File: config.mk
export PLATFORM = sky130hd
export DESIGN_NAME = stepper_position_reply_parser
export DESIGN_NICKNAME = d
export VERILOG_FILES = /design/src/rtl/spr_pkg.sv /design/src/rtl/spr_pos_mem.sv /design/src/rtl/spr_frame.sv /design/src/rtl/stepper_position_reply_parser.sv
export SDC_FILE = /design/constraint.sdc
export NUM_CORES = 1
export LEC_CHECK = 0
export BUFFER_PORTS_ARGS = -buffer_cell sky130_fd_sc_hd__buf_2
export CORE_ASPECT_RATIO = 0.5
export CORE_MARGIN = 5
export CORE_UTILIZATION = 40
export CTS_CLUSTER_DIAMETER = 200
export DETAILED_ROUTE_END_ITERATION = 10
export PLACE_DENSITY = 0.57
export SYNTH_ARGS = -nofsm -noshare
export SYNTH_HDL_FRONTEND = slang
export SYNTH_SLANG_ARGS = --single-unit
File: constraint.sdc
create_clock -name clk -period 6.2 [get_ports clk]
set_input_delay 0 -clock clk [delete_from_list [all_inputs] [get_ports clk]]
set_output_delay 0 -clock clk [all_outputs]
set_load 0.005 [all_outputs]
File: src/rtl/spr_pkg.sv
// Shared constants, word types and table-port types of the stepper position reply parser.
package spr_pkg;

	// Frame buffer sizing
	localparam int BUFFER_BYTES    = 16;
	localparam int MIN_FRAME_BYTES = 8;
	localparam int HDR_DEPTH       = 7;
	localparam int COUNT_W         = $clog2(BUFFER_BYTES + 1);
	localparam int HDR_IDX_W       = $clog2(HDR_DEPTH);

	// Position table sizing
	localparam int MAX_MOTOR_ID = 32;
	localparam int TABLE_DEPTH  = MAX_MOTOR_ID + 1;
	localparam int ADDR_W       = $clog2(TABLE_DEPTH);
	localparam int POS_W        = 32;
	localparam int SID_W        = 6;

	// Configuration register indexes and reset values
	localparam int CFG_IDX_W = 8;
	localparam logic [CFG_IDX_W-1:0] CFG_TERMINATOR = CFG_IDX_W'(0);
	localparam logic [CFG_IDX_W-1:0] CFG_REPLY_CODE = CFG_IDX_W'(1);
	localparam logic [7:0] TERMINATOR_RST = 8'h6B;
	localparam logic [7:0] REPLY_CODE_RST = 8'h0F;

	typedef enum logic {
		OP_RX    = 1'b0,
		OP_QUERY = 1'b1
	} opcode_t;

	typedef struct packed {
		opcode_t    opcode;
		logic [7:0] rx_byte;
		logic [7:0] query_id;
	} in_word_t;

	typedef struct packed {
		logic signed [POS_W-1:0] position_value;
		logic                    position_stored;
		logic [SID_W-1:0]        stored_motor_id;
	} out_word_t;

	typedef struct packed {
		logic              en;
		logic [ADDR_W-1:0] addr;
		logic [POS_W-1:0]  data;
	} tbl_wr_t;

	typedef struct packed {
		logic              en;
		logic [ADDR_W-1:0] addr;
	} tbl_rd_t;

endpackage

File: src/rtl/spr_pos_mem.sv
// Position table memory: one write port, one registered read port, per-entry valid bits.
module spr_pos_mem import spr_pkg::*; (
	input  logic             clk,
	input  logic             arst_n,
	input  tbl_wr_t          wr,
	input  tbl_rd_t          rd,
	output logic [POS_W-1:0] rd_data
);

	logic [POS_W-1:0]       mem [TABLE_DEPTH];
	logic [TABLE_DEPTH-1:0] valid_q;
	logic [POS_W-1:0]       rd_data_q;
	logic                   rd_valid_q;

	// Write the entry and read the addressed one
	always_ff @(posedge clk) begin
		if (wr.en) begin
			mem[wr.addr] <= wr.data;
		end
		if (rd.en) begin
			rd_data_q <= mem[rd.addr];
		end
	end

	// Mark written entries; unwritten entries read as zero
	always_ff @(posedge clk or negedge arst_n) begin
		if (!arst_n) begin
			valid_q    <= '0;
			rd_valid_q <= 1'b0;
		end else begin
			if (wr.en) begin
				valid_q[wr.addr] <= 1'b1;
			end
			if (rd.en) begin
				rd_valid_q <= valid_q[rd.addr];
			end
		end
	end

	assign rd_data = rd_valid_q ? rd_data_q : '0;

endmodule

File: src/rtl/spr_frame.sv
// Frame assembly: byte count, header bytes and position reply decode.
module spr_frame import spr_pkg::*; (
	input  logic             clk,
	input  logic             arst_n,
	input  logic             byte_en,
	input  logic [7:0]       rx_byte,
	input  logic [7:0]       terminator,
	input  logic [7:0]       reply_code,
	output tbl_wr_t          wr,
	output logic [SID_W-1:0] sid
);

	logic [COUNT_W-1:0] count_q;
	logic [7:0]         hdr_q [HDR_DEPTH];
	logic               room;
	logic [COUNT_W-1:0] count_inc;
	logic               is_term;
	logic               id_ok;
	logic               decode;
	logic [POS_W-1:0]   mag;

	// Work out the count this byte leaves before the terminator check
	assign room      = count_q < COUNT_W'(BUFFER_BYTES);
	assign count_inc = room ? count_q + COUNT_W'(1) : '0;
	assign is_term   = rx_byte == terminator;

	// Decode the held header when a long enough frame ends with an in-range id and the reply code
	assign id_ok  = hdr_q[0] <= 8'(MAX_MOTOR_ID);
	assign decode = byte_en && is_term && (count_inc >= COUNT_W'(MIN_FRAME_BYTES))
		&& id_ok && (hdr_q[1] == reply_code);
	assign mag    = {hdr_q[3], hdr_q[4], hdr_q[5], hdr_q[6]};

	always_comb begin
		wr.en   = decode;
		wr.addr = hdr_q[0][ADDR_W-1:0];
		wr.data = (hdr_q[2] != 8'd0) ? (POS_W'(0) - mag) : mag;
		sid     = hdr_q[0][SID_W-1:0];
	end

	// Advance or clear the byte count
	always_ff @(posedge clk or negedge arst_n) begin
		if (!arst_n) begin
			count_q <= '0;
		end else if (byte_en) begin
			count_q <= is_term ? '0 : count_inc;
		end
	end

	// Hold the first header bytes of the frame
	always_ff @(posedge clk) begin
		if (byte_en && count_q < COUNT_W'(HDR_DEPTH)) begin
			hdr_q[count_q[HDR_IDX_W-1:0]] <= rx_byte;
		end
	end

endmodule

File: src/rtl/stepper_position_reply_parser.sv
// Top level of the stepper position reply parser: handshakes, configuration and result word.
//
// Takes one input word per clock cycle while the result register is free or drains, and
// returns exactly one result word for each, in the cycle after it is accepted. A single
// result register holds that word; a new word is taken in any cycle in which the register
// is empty or its word is taken, so words flow back to back while the receiver keeps ready
// high, and the input stalls while a result waits. A received byte updates the frame count
// and header in the same cycle, and a completed position reply writes the 33-entry position
// table then; a query reads the table through its single registered read port. The table
// reads as zero from reset through per-entry valid bits, so there is no clearing pass and
// words are accepted from the first cycle. Configuration writes are always ready; indexes
// other than the terminator byte (0) and reply code (1) are ignored.
module stepper_position_reply_parser import spr_pkg::*; (
	input  logic                 clk,
	input  logic                 arst_n,
	input  logic                 in_valid,
	output logic                 in_ready,
	input  in_word_t             in_data,
	output logic                 out_valid,
	input  logic                 out_ready,
	output out_word_t            out_data,
	input  logic                 cfg_valid,
	output logic                 cfg_ready,
	input  logic [CFG_IDX_W-1:0] cfg_index,
	input  logic [7:0]           cfg_data
);

	logic             acc;
	logic             is_query;
	logic             q_hit;
	logic [7:0]       term_q;
	logic [7:0]       code_q;
	tbl_wr_t          wr;
	tbl_rd_t          rd;
	logic [POS_W-1:0] rd_data;
	logic [SID_W-1:0] sid;
	logic             out_valid_q;
	logic             query_s1;
	logic             hit_s1;
	logic             stored_s1;
	logic [POS_W-1:0] val_s1;
	logic [SID_W-1:0] sid_s1;

	// Accept a word whenever the result register is free or drains this cycle
	assign in_ready  = !out_valid_q || out_ready;
	assign acc       = in_valid && in_ready;
	assign is_query  = in_data.opcode == OP_QUERY;
	assign q_hit     = in_data.query_id <= 8'(MAX_MOTOR_ID);
	assign cfg_ready = 1'b1;

	// Hold the configuration registers
	always_ff @(posedge clk or negedge arst_n) begin
		if (!arst_n) begin
			term_q <= TERMINATOR_RST;
			code_q <= REPLY_CODE_RST;
		end else if (cfg_valid) begin
			case (cfg_index)
				CFG_TERMINATOR: term_q <= cfg_data;
				CFG_REPLY_CODE: code_q <= cfg_data;
				default: ;
			endcase
		end
	end

	spr_frame u_frame (
		.clk        (clk),
		.arst_n     (arst_n),
		.byte_en    (acc && !is_query),
		.rx_byte    (in_data.rx_byte),
		.terminator (term_q),
		.reply_code (code_q),
		.wr         (wr),
		.sid        (sid)
	);

	// Read the table only for an in-range query so the read word holds under stall
	always_comb begin
		rd.en   = acc && is_query && q_hit;
		rd.addr = in_data.query_id[ADDR_W-1:0];
	end

	spr_pos_mem u_mem (
		.clk     (clk),
		.arst_n  (arst_n),
		.wr      (wr),
		.rd      (rd),
		.rd_data (rd_data)
	);

	// Advance the result register valid flag
	always_ff @(posedge clk or negedge arst_n) begin
		if (!arst_n) begin
			out_valid_q <= 1'b0;
		end else if (in_ready) begin
			out_valid_q <= in_valid;
		end
	end

	// Capture the result fields of the accepted word
	always_ff @(posedge clk) begin
		if (acc) begin
			query_s1  <= is_query;
			hit_s1    <= q_hit;
			stored_s1 <= wr.en;
			val_s1    <= wr.en ? wr.data : '0;
			sid_s1    <= wr.en ? sid : '0;
		end
	end

	// Assemble the result word
	always_comb begin
		out_data.position_value  = query_s1 ? (hit_s1 ? rd_data : '0) : val_s1;
		out_data.position_stored = !query_s1 && stored_s1;
		out_data.stored_motor_id = query_s1 ? '0 : sid_s1;
	end

	assign out_valid = out_valid_q;

endmodule
==> Word level (Yosys, flattened, before mapping) <==
Memory sizes are Yosys's and may differ from the RTL's. A register that Yosys moved wholly into a read port is not among the register bits.
Cells that the tools add are included.
{ "word_totals": {"ram_bits": 1112, "elab_cells": 61, "mem_count": 2, "ff_bits": 97} }
{ "op_classes": {"n_addsub": 2, "bitwise_logic": 1, "mux": 15, "eq_ne": 3, "magnitude_cmp": 8, "n_reduce_logical": 19} }
{ "memory_table": {"columns": ["memory", "words", "word_bits", "read_ports", "rd_clocked_by_memory_dff", "wr", "line", "source"], "rows": [
  ["u_mem.mem", 33, 32, 1, 1, 1, "spr_pos_mem.sv:10", "logic [POS_W-1:0] mem [TABLE_DEPTH];"],
  ["u_frame.hdr_q", 7, 8, 7, 0, 1, "spr_frame.sv:14", "logic [7:0] hdr_q [HDR_DEPTH];"]
]} }
{ "op_table": {"columns": ["cell", "n"], "rows": [
  ["$mux W32", 4],
  ["$or A33 B33 Y33", 1],
  ["$sub A1 B32 Y32 const A", 1],
  ["$eq A8 B8 Y1", 2],
  ["$le A8 B6 Y1 const B", 2],
  ["$lt A6 B7 Y1 const B", 2],
  ["$logic_and A1 B1 Y1", 11],
  ["$mux W5", 2],
  ["$eq A8 B1 Y1 const B", 1],
  ["$logic_not A8 Y1", 1],
  ["$reduce_bool A8 Y1", 1],
  ["$bmux W1 S6", 1],
  ["$demux W1 S6", 1],
  ["$ge A6 B1 Y1 const B", 1],
  ["$mux W1", 6],
  ["$mux W6", 1],
  ["$add A5 B1 Y5 const B", 1],
  ["$ge A5 B4 Y1 const B", 1],
  ["$lt A5 B3 Y1 const B", 1],
  ["$lt A5 B5 Y1 const B", 1],
  ["$reduce_and A2 Y1", 2],
  ["$logic_not A1 Y1", 3],
  ["$logic_or A1 B1 Y1", 1]
]} }

==> Longest topological paths before layout <==
{ "logic_depth": {"ltp_word": 10, "depth_mapped": 9, "depth_no_buf": 7} }

==> Hierarchy <==
Synthesis repeated with hierarchy kept, for this count alone.
{ "unflattened": {"hier_cells": 2729, "hier_area_um2": 49254.7} }
{ "by_module_without_submodules": {"columns": ["mod", "n_inst", "area_each_um2", "cells_each", "seq_area_each_um2"], "rows": [
  ["spr_pos_mem", 1, 43535.5, 2242, 33522.2],
  ["spr_frame", 1, 2989.1, 241, 1806.7],
  ["stepper_position_reply_parser", 1, 2730.1, 246, 1667.8]
]} }

==> Worst setup path after synthesis <==
Ideal clock, no wire load.
{ "synth_path": {"path_kind": "register to register", "start": "memory u_frame.hdr_q[0][0]", "end": "memory u_mem.mem[11][0], enable pin", "setup_slack_ps": 1694, "path_stages_with_launch": 8, "t_arrival_ps": 4045, "setup_ps": 461, "n_path_buf": 2, "cell_sequence": "edfxtp_1 > or3_4 > o31ai_2 > nand3_1 > or4_1 > buf_2 > buf_6 > nor3_1"} }
{ "synth_rtl": {"columns": ["element", "line"], "rows": [
  ["from (decl)", "spr_frame.sv:14"],
  ["to (decl)", "spr_pos_mem.sv:10"]
]} }

==> Worst setup path after layout <==
{ "layout_path": {"start": "register out_valid_q (netlist: out_valid)", "end": "memory u_mem.mem[27][19], enable pin"} }
{ "layout_via": {"elab_chain_cells": 10} }
{ "layout_rtl": {"columns": ["element", "line", "source"], "rows": [
  ["from (decl)", "stepper_position_reply_parser.sv:37", "logic out_valid_q;"],
  ["from (signal assigned)", "stepper_position_reply_parser.sv:95", "out_valid_q <= in_valid;"],
  ["$logic_not A1 Y1", "stepper_position_reply_parser.sv:45", "assign in_ready = !out_valid_q || out_ready;"],
  ["$logic_or A1 B1 Y1", "stepper_position_reply_parser.sv:45", null],
  ["$logic_and A1 B1 Y1", "stepper_position_reply_parser.sv:46", "assign acc = in_valid && in_ready;"],
  ["$logic_and A1 B1 Y1", "stepper_position_reply_parser.sv:68", ".byte_en (acc && !is_query),"],
  ["$logic_and A1 B1 Y1 (2 in a row)", "spr_frame.sv:29", "assign decode = byte_en && is_term && (count_inc >= COUNT_W'(MIN_FRAME_BYTES))"],
  ["$logic_and A1 B1 Y1 (2 in a row)", "spr_frame.sv:30", "&& id_ok && (hdr_q[1] == reply_code);"],
  ["$mux W1", "spr_pos_mem.sv:17", "if (wr.en) begin"],
  ["$mux W1 (implied by the code)", "spr_pos_mem.sv:18", "mem[wr.addr] <= wr.data;"]
]} }
Every way passes these cells.

==> impl_metrics.toml <==
[clock_network]
worst_skew_pair.late_latency_ps = 720
cts_tree = "built"
cts.path.max_buffers = 3
cts-root-buf = "clkbuf_16"
cts_inserted_buffers = 110
clkSinkCount = 1241
htree_levels = 3
clk_pin_slew_ps = 60

[final_layout]
ff_latch_area_um2 = 37000
fill_cells = 9854
area_delta_synth_final_pct = 14.6
drive_above_1_share = 0.286
finalNetCount = 2527
multiInputGateArea_um2 = 10500

[worst_setup_path]
crit_arrival_ps = 4280
worst_setup_path_start_kind = "flop"
worstSetupPathType = "flop to flop"
cp.required_ps = 6560
cp-end-kind = "flop"
crit_path_max_fanout = 34

[logic_synthesis]
synthTopCellsByArea = "edfxtp_1 74%, mux4_2 12%, dfrtp_1 2.5%, o22ai_1 1.7%, o21ai_0 0.76%"
yosysTopAreaCellShare = 0.744
syn_avg_cell_area_um2 = 20.7
ys_seq_area_frac = 0.774
synth_nets = 2350
netlist_instances = 2310
ys_ff_latch = 1241
synth_top_area_cell = "edfxtp_1"
synth-edff-count = 1185
synth.distinct_cells = 59
async_reset_ff_frac = 0.0451
yosys_warnings = 0
yosys_most_used_dff = "edfxtp_1"
syn_area_um2 = 47800

[run]
maxCapViolCount = 0

[timing]
clock_skew_ps = 54.4
fmax_mhz = 255
worstMarginPinSlew_ps = 1200
finalHoldViolCount = 0
setup_viol = 0
post-route-period-util = 0.633
setup_tns_ps = 0
grt_setup_unrepaired = "no"
slew_headroom = 0.199
period_needed_ps = 3920
slew_violations = 0

[power_and_ir_drop]
powerDensity_nw_per_um2 = 306
vdd_ir_drop_max_mv = 0.228
power.leakage_nw = 17.5
power_mw = 16.8

[global_routing]
grt_overflow_total = 0
grtUsageTotal = 0.187
grt_pass1_vias = 24000
grt_max_degree = 114
antenna_found_initial = 8
grt_pass1_wl_um = 172000

[floorplanning]
die_w_um = 499
die_h_um = 254
die-area_um2 = 127000
num_rows = 89
io-pin-count = 80
start_util = 0.404
core_area_um2 = 118000

[drt]
ant_nets = 0
drt_wl_total_um = 118000
vias_per_cell = 5.67
via_count = 23700
drtIter0Drc = 2784
wl_per_cell_um = 28.3
dr.pass1.iters = 6
drc = 0

[placement]
hpwl_um = 69100
place_congestion = 0.773
io_buffers = 78

[hold_path]
min_path_type = "input pin to flop"

[status]
status = "finished, final reports clean"
## layout make-up
class	count	area share
tap	1592	0.0364
clock buffer	129	0.0523
timing repair buffer	195	0.0263
clock inverter	76	0.0155
sequential	1241	0.675
multi-input combinational	900	0.191
antenna	3	0.000137
inverter	39	0.00276
## metal layers
| metal | track usage | up-vias | share of wire |
|---|---|---|---|
| li1 | - | 9923 | - |
| met1 | 0.280 | 12700 | 0.45 |
| met2 | 0.286 | 871 | 0.46 |
| met3 | 0.0368 | 157 | 0.076 |
| met4 | 0.0410 | 0 | 0.020 |
| met5 | 0 | - | 0 |
## power by group
group,switching (mW),total [mW],internal (mW)
Sequential,0.0318,9.12,9.09
Clock,3.09,7.05,3.96
Combinational,0.334,0.590,0.256
Total,3.46,16.8,13.3
## cell families after synthesis
family                   synth area share
flip-flops                          0.774
AND/OR/NAND/NOR                    0.0346
multiplexers                        0.129
AO/OA/AOI/OAI                      0.0359
buffers and inverters              0.0177
XOR/XNOR                          0.00843
adder cells (fa/ha/maj)          0.000523
other                           0.0000784
## synthesized netlist by cell type (all sizes together), types with 2 or more instances
cell    number
and4         2
o31ai        3
or3b         3
nand3b       9
o41ai        4
mux4       264
nand2       86
xor2        32
and3b        3
buf         74
o21ai       74
or3          4
o22ai      129
nand4        3
nor2b        9
mux2        16
ha           2
nor3        47
a41oi        2
dfrtp       47
inv         38
a31oi       12
xnor2       14
or2          3
edfxtp    1185
a21o         3
clkbuf      56
a31o        32
or4         36
mux2i        4
nor3b        3
nand2b       4
and2        43
dfstp        9
a21oi        4
and3         4
nand3        7
nor2        23
nor4         9
## final timing paths
kind                                            endpoint                    startpoint  slack (ps)  depth (start not counted)
setup / recovery             u_mem.mem[27][19]$_DFFE_PP_         out_valid$_DFFE_PN0N_        2280                          7
hold / removal                        query_s1$_DFFE_PN_                   in_data[16]          90                          2
min in group asynchronous          code_q[7]$_DFFE_PN0P_                        arst_n         560                          4
setup reg to reg             u_mem.mem[27][19]$_DFFE_PP_         out_valid$_DFFE_PN0N_        2280                          7
hold reg to reg             u_mem.valid_q[6]$_DFFE_PN0P_  u_mem.valid_q[6]$_DFFE_PN0P_         460                          1
max in group asynchronous  u_mem.valid_q[29]$_DFFE_PN0P_                        arst_n        5080                          4
## stage by stage
step	hold slack (ps)	cell area, um^2	worst slack, ps	std cells	util
final	90.1	54800	2280	4175	0.463
after detailed placement	218	50800	2230	3937	0.429
after floorplan	-296	47800	1690	2310	-
after CTS	10.6	54800	2220	4172	0.463
after global routing	61.3	54800	2110	4172	0.463
after global placement	209	50800	2310	3937	0.429
## layout by cell type (no fill, tap or decap), types with 12 or more instances in the layout
master,n
a31o_2,30
a31oi_1,12
and2_1,41
buf_2,76
buf_4,81
bufinv_16,15
clkbuf_1,17
clkbuf_16,112
clkinv_1,21
clkinv_2,27
dfrtp_1,47
dlygate4sd3_1,30
edfxtp_1,1185
inv_1,38
mux2_2,16
mux4_2,264
nand2_1,84
nor2_1,23
nor3_1,15
nor3_2,32
o21ai_0,72
o22ai_1,129
or4_1,35
xnor2_2,12
xor2_1,16
## repair_timing
| action | 4_1_cts | 5_1_grt |
|---|---|---|
| setup buffers | 0 | 0 |
| hold buffers | 30 | 0 |
| endpoints found under the hold margin | 145 | 0 |
| resized for setup | 0 | 0 |
## worst max-delay path, stage by stage, from the launching register on
cell      delay [ps]
dfrtp_1          390
nand2b_2         110
nor3b_2          710
nand3_1          150
or4_2            710
buf_4            320
nor3_2           590
buf_4            500
## registers in the layout, indices dropped and copies added, names as in the netlist
signal,count
u_mem.rd_data_q,32
out_valid,1
term_q,8
code_q,8
u_mem.mem,1056
u_frame.count_q,5
query_s1,1
val_s1,32
sid_s1,6
u_frame.hdr_q,56
hit_s1,1
u_mem.valid_q,33
stored_s1,1
u_mem.rd_valid_q,1
Note: power is estimated with default switching activity, not from simulation.
